<file path="config.mk">
export PLATFORM = sky130hd
export DESIGN_NAME = mbq_front
export DESIGN_NICKNAME = d
export VERILOG_FILES = /design/src/rtl/core/mbq_pkg.sv /design/src/rtl/core/mbq_front.sv
export SDC_FILE = /design/constraint.sdc
export NUM_CORES = 1
export LEC_CHECK = 0
export BUFFER_PORTS_ARGS = -buffer_cell sky130_fd_sc_hd__buf_2
export CAP_MARGIN = 30
export CORE_ASPECT_RATIO = 1.2
export CORE_MARGIN = 2
export CORE_UTILIZATION = 40
export DETAILED_ROUTE_END_ITERATION = 16
export HOLD_SLACK_MARGIN = 0.08
export PLACE_DENSITY = 0.6
export SETUP_SLACK_MARGIN = 0.05
export SLEW_MARGIN = 15
export SYNTH_ARGS = -nofsm -noshare
export SYNTH_HDL_FRONTEND = slang
export SYNTH_SLANG_ARGS = --single-unit
export TNS_END_PERCENT = 50
</file>
<file path="constraint.sdc">
create_clock -name clk_i -period 6.8 [get_ports clk_i]
set_clock_uncertainty 0.1 [all_clocks]
set_input_delay 1.36 -clock clk_i [delete_from_list [all_inputs] [get_ports clk_i]]
set_output_delay 1.36 -clock clk_i [all_outputs]
set_load 0.005 [all_outputs]
</file>
<file path="src/rtl/core/mbq_pkg.sv">
// Shared types and constants of the per-task mailbox queues.
package mbq_pkg;

  localparam int unsigned ID_W = 5;
  localparam int unsigned DATA_W = 32;
  localparam int unsigned STATUS_W = 3;

  localparam int unsigned NUM_QUEUES_DEF = 16;
  localparam int unsigned QUEUE_DEPTH_DEF = 8;
  localparam int unsigned PAYLOAD_WIDTH_DEF = 32;

  localparam logic ACT_SEND = 1'b0;
  localparam logic ACT_RECV = 1'b1;

  typedef enum logic [STATUS_W-1:0] {
    ST_OK      = 3'd0,
    ST_BAD_ID  = 3'd1,
    ST_FULL    = 3'd2,
    ST_EMPTY   = 3'd3,
    ST_NO_TASK = 3'd4
  } status_e;

  typedef enum logic [1:0] {
    K_SEND    = 2'd0,
    K_RECV    = 2'd1,
    K_BAD_ID  = 2'd2,
    K_NO_TASK = 2'd3
  } kind_e;

  typedef struct packed {
    kind_e             kind;
    logic [ID_W-1:0]   id;
    logic [DATA_W-1:0] payload;
  } req_t;

endpackage

</file>
<file path="src/rtl/core/mbq_front.sv">
// Request classification and the two-entry queue that feeds the back end.
module mbq_front #(
  parameter int unsigned NUM_QUEUES = mbq_pkg::NUM_QUEUES_DEF
) (
  input  logic                       clk_i,
  input  logic                       rst_ni,
  input  logic                       valid_i,
  output logic                       ready_o,
  input  logic                       action_i,
  input  logic [mbq_pkg::ID_W-1:0]   queue_id_i,
  input  logic [mbq_pkg::DATA_W-1:0] payload_i,
  output logic                       req_valid_o,
  input  logic                       req_ready_i,
  output mbq_pkg::req_t              req_o
);
  import mbq_pkg::*;

  req_t       buf_q [2];
  logic       wr_ptr_q, wr_ptr_d;
  logic       rd_ptr_q, rd_ptr_d;
  logic [1:0] count_q, count_d;
  req_t       req_new;
  logic       push, pop, id_zero, id_high;

  assign id_zero = (queue_id_i == '0);
  assign id_high = (queue_id_i > ID_W'(NUM_QUEUES));

  always_comb begin
    req_new.id = queue_id_i;
    req_new.payload = payload_i;
    if (action_i == ACT_SEND) begin
      req_new.kind = (id_zero || id_high) ? K_BAD_ID : K_SEND;
    end else if (id_zero) begin
      req_new.kind = K_NO_TASK;
    end else begin
      req_new.kind = id_high ? K_BAD_ID : K_RECV;
    end
  end

  assign ready_o = (count_q != 2'd2);
  assign req_valid_o = (count_q != 2'd0);
  assign req_o = buf_q[rd_ptr_q];
  assign push = valid_i && ready_o;
  assign pop = req_valid_o && req_ready_i;

  always_comb begin
    wr_ptr_d = push ? ~wr_ptr_q : wr_ptr_q;
    rd_ptr_d = pop ? ~rd_ptr_q : rd_ptr_q;
    count_d = count_q;
    if (push && !pop) begin
      count_d = count_q + 2'd1;
    end else if (pop && !push) begin
      count_d = count_q - 2'd1;
    end
  end

  always_ff @(posedge clk_i or negedge rst_ni) begin
    if (!rst_ni) begin
      wr_ptr_q <= 1'b0;
      rd_ptr_q <= 1'b0;
      count_q <= 2'd0;
    end else begin
      wr_ptr_q <= wr_ptr_d;
      rd_ptr_q <= rd_ptr_d;
      count_q <= count_d;
    end
  end

  always_ff @(posedge clk_i) begin
    if (push) begin
      buf_q[wr_ptr_q] <= req_new;
    end
  end

endmodule

</file>
# After elaboration in Yosys (flattened, before gate mapping)
# Memory sizes are Yosys's and may differ from the RTL's.
# Cells that the tools add are included.
# Widths: inputs -> output; s select.
# classes
n_addsub	2
n_mul	0
div	0
magnitude_cmp	1
n_eq_ne	1
shifts	0
muxes	8
bitwise	2
n_reduce_logical	10
# op_table
op	n
$mux 2	6
$gt 5x5->1 const B	1
$logic_not 5->1	1
$logic_and 1x1->1	4
$reduce_bool 2->1	2
$add 2x1->2 const B	1
$logic_not 1->1	2
$mux 1	2
$ne 2x2->1 const B	1
$not 1->1	2
$sub 2x1->2 const B	1
$logic_or 1x1->1	1
# word_totals
regBits	4
latch_bits	0
mem_bits_rw	78
mem_bits_ro	0
input_bits	42
output_inout_bits	41
n_memories	1
# memory_table
memory	words	width	rd	rd_clocked_by_memory_dff	wr	line_no	text
buf_q	2	39	1	0	1	mbq_front.sv:18	req_t buf_q [2];

# Depth between registers and ports, before layout
# logic_depth
depth_word	6
mapped_depth	7
mapped_depth_nobuf	7

# Least setup slack after synthesis
# Ideal clock, no wire load.
# synth_path
path_type	input -> register
from	in valid_i
to	mem buf_q[0][0] in the netlist's numbering (enable)
setup_time_ps	435
arrival_ps	3092
t_required_ps	6265
path_slack_ps	3173
cell_stages	2
path_cell_list	nand2_1 -> nor2_1
# synth_via
elab_chain_len	3
# synth_lines
element	line_no	text
start, declared	mbq_front.sv:7	input logic valid_i,
$logic_and 1x1->1	mbq_front.sv:43	assign push = valid_i && ready_o;
$mux 1	mbq_front.sv:70	if (push) begin
$mux 1 (not written as such)	mbq_front.sv:71	buf_q[wr_ptr_q] <= req_new;
end, declared	mbq_front.sv:18	
# Every way passes these cells.

==> flow_summary.yaml <==
critical_path:
  worstReg2RegEnd: "buf_q[0][14]"
  timing.critical_path.slowest_cell_delay_ps: 660
  worst_setup_path_end_kind: "primary output"
  cp.arrival_ps: 1720
  timing.reg2reg.worst_path_depth: 4
  path_buf_inv: 2
  setup_crit_end: "req_o[36]"
  crit_slowest_cell: "dfrtp_2"
  cp.required_ps: 5340
  criticalPathCategory: "flip-flop to primary output"
  critical_path.startpoint_type: "flip-flop"
  reg2reg_setup_slack_ps: 4870
  critical_path_peak_fanout: 24
  critical_path.top_delay_family: "flip-flops"
  critical_path.startpoint: "rd_ptr_q"
  timing.rr.start: "count_q[0]"
  critical_path_cell_count: 3
  crit_chain: "buf_16, mux2_2, buf_2"
synthesis:
  syn_area_per_cell_sq_um: 21.4
  synth_area_leader_cell: "edfxtp_1"
  postSynth.asyncResetShare_pct: 4.88
  list_of_most_frequent_post_synthesis_cells: "edfxtp_1 (78), mux2_2 (39), buf_6 (4), dfrtp_1 (4), xnor2_1 (3)"
  synth_top_area_share_pct: 76.5
  yosysWarnings: 0
  mappedNetlistNets: 187
  synth_cell_type_count: 16
  synth_top_flop_cell: "edfxtp_1"
  synth-compound-area-share_pct: 0
  synth_sequential_area_ratio_pct: 79.7
  synth-seq-cells: 82
  synthesis.area_sq_mm: 0.00306
  synth_adder_area_share_pct: 0.817
  synthSimpleGateAreaFrac_pct: 1.96
  post-synth-top-count-cell: "edfxtp_1"
  edff_count_synth: 78
  yosys-mux-area-fraction_pct: 14.3
  synth_xor_xnor_area_share_pct: 1.43
  synth_cells: 143
  synth.area.top_cells: "edfxtp_1 (76%), mux2_2 (14%), dfrtp_1 (3.3%)"
  synth_top_family_by_area: "multiplexers"
cts:
  ctsLongestPathBuffers: 2
  cts-root-buf: "clkbuf_8"
  clkTransAtPathRegs_ps: 80
  post-cts-setup-buffers: 0
  clk-insertion-delay-late_ps: 340
  cts-buffers-inserted: 9
  htreeDepth: 3
  ctsHoldBuffers: 0
  cts.sinks: 82
  ctsResizeCount: 0
  tritoncts: "built"
sta:
  grt_setup_unrepaired: "no"
  f_max_ghz: 0.314
  layout_min_cycle_time_ps: 3180
  final-max-slew-violation-count: 0
  max-slew-margin-rel_pct: 69.5
  tightestPinTransition_ps: 457
  timing_hold_violations_final: 0
  final.period_utilization_pct: 46.8
  setup_viol: 0
  fin_tns_setup_ps: 0
die:
  chipWidth_um: 83.9
  fp.coreArea_sq_mm: 0.00736
  ios: 83
  starting_density_of_the_core_pct: 41.6
  floorplan.die_area_sq_mm: 0.00838
  die_y_um: 99.9
  rows: 34
global_routing:
  first_global_vias: 1656
  grt_pass1_wl_um: 8130
  grt_overflow_total: 0
  antenna_found_initial: 1
  grt_start_max_net_pins: 41
  globalRouteTotalUtil_pct: 13.1
layout:
  layout.filler_cells: 659
  antenna-diode-count: 0
  drive_above_1_share_pct: 58.3
  finish.net_count: 279
  layout.core_utilization_pct: 51.1
  area.growth.synth_to_final_pct: 22.8
power:
  p_switching_mw: 0.412
  cellLeakagePower_nw: 1.42
  comb_power_share_pct: 30.0
  power.share.sequential_pct: 50.5
  peakVddDrop_mv: 0.226
  intPower_mw: 1.06
  power.share.switching_pct: 27.9
  power.density_mw_per_mm2: 392
  clkPwrFrac_pct: 19.4
place:
  hpwl_um: 3260
  place.gp.congestion: 0.659
  port-buffer-count: 82
detailed_routing:
  drt_first_pass_iters: 3
  routed_wirelength_um: 5140
  vias: 1545
  drc: 0
  drtIter0Drc: 74
  routedWlPerCell_um: 15.6
  avgViaCountPerCell: 4.68
  antenna_violating_nets_post_route: 0
worst_hold_path:
  hold_path.class: "flip-flop to flip-flop"
flow_run:
  maxCapViolCount: 0
outcome:
  outcome: "finished clean"
## power by group through the flow
stage	sequential (mW)	combinational, mW	clock (mW)
final	0.745	0.443	0.287
after global routing	0.760	0.487	0.317
after CTS	0.776	0.411	0.297
after detailed placement	0.787	0.408	0
after global placement	0.784	0.400	0
after floorplan	0.734	0.291	0
## registers in the layout, summed over array words and instances (netlist names)
name,flops
buf_q,78
count_q,2
rd_ptr_q,1
wr_ptr_q,1
## placed cells by master (no fill, tap or decap), drive strengths merged
cell | synthesis | routed
buf | 4 | 85
edfxtp | 78 | 78
mux2 | 39 | 39
clkbuf | 0 | 12
dfrtp | 4 | 4
xnor2 | 3 | 3
clkinv | 0 | 3
inv | 2 | 2
xor2 | 2 | 2
ha | 2 | 2
nand2 | 2 | 2
nor2 | 2 | 2
or4 | 1 | 1
nor2b | 1 | 1
nand2b | 1 | 1
or2 | 1 | 1
and3 | 1 | 1
clkinvlp | 0 | 1
## per-layer routing
metal  up-vias  global-route usage, %  part of all wire [%]
met3         8                   4.69                   6.6
met2        56                   20.7                    48
met5         -                      0                     0
met1       745                   15.6                    43
li1        736                      -                     -
met4         0                   7.44                   1.9
## logic make-up after synthesis
family,after synthesis
flip-flops,82
multiplexers,39
AND/OR/NAND/NOR,9
buffers and inverters,6
XOR/XNOR,5
adder cells (fa/ha/maj),2
## per-stage QoR
stage	cell area, sq um	instances	worst slack, ps	hold WS (ps)	power (mW)
after CTS	3730	329	3360	443	1.49
after global routing	3760	330	3530	491	1.56
after global placement	3560	312	3750	433	1.18
final	3760	330	3620	443	1.47
after detailed placement	3580	313	3750	431	1.20
after floorplan	3060	143	3170	361	1.03
## worst min path at each step
stage	startpoint	endpoint	cells past startpoint	slack (ps)
floorplan	wr_ptr_q	wr_ptr_q	1	360
global placement	wr_ptr_q	wr_ptr_q	1	430
finish	count_q[0]	count_q[0]	1	440
CTS	count_q[0]	count_q[0]	1	440
detailed placement	count_q[0]	count_q[0]	1	430
global route	wr_ptr_q	wr_ptr_q	1	490
## layout make-up
type                       count  area [sq um]  share of cell area (%)
timing repair buffer          85           465                    12.4
tap                           90           113                    3.00
multi-input combinational     55           577                    15.3
sequential                    82          2440                    65.0
inverter                       2          7.51                   0.200
clock inverter                 4          18.8                   0.499
clock buffer                  12           135                    3.59
(Power assumes the default switching activity.)
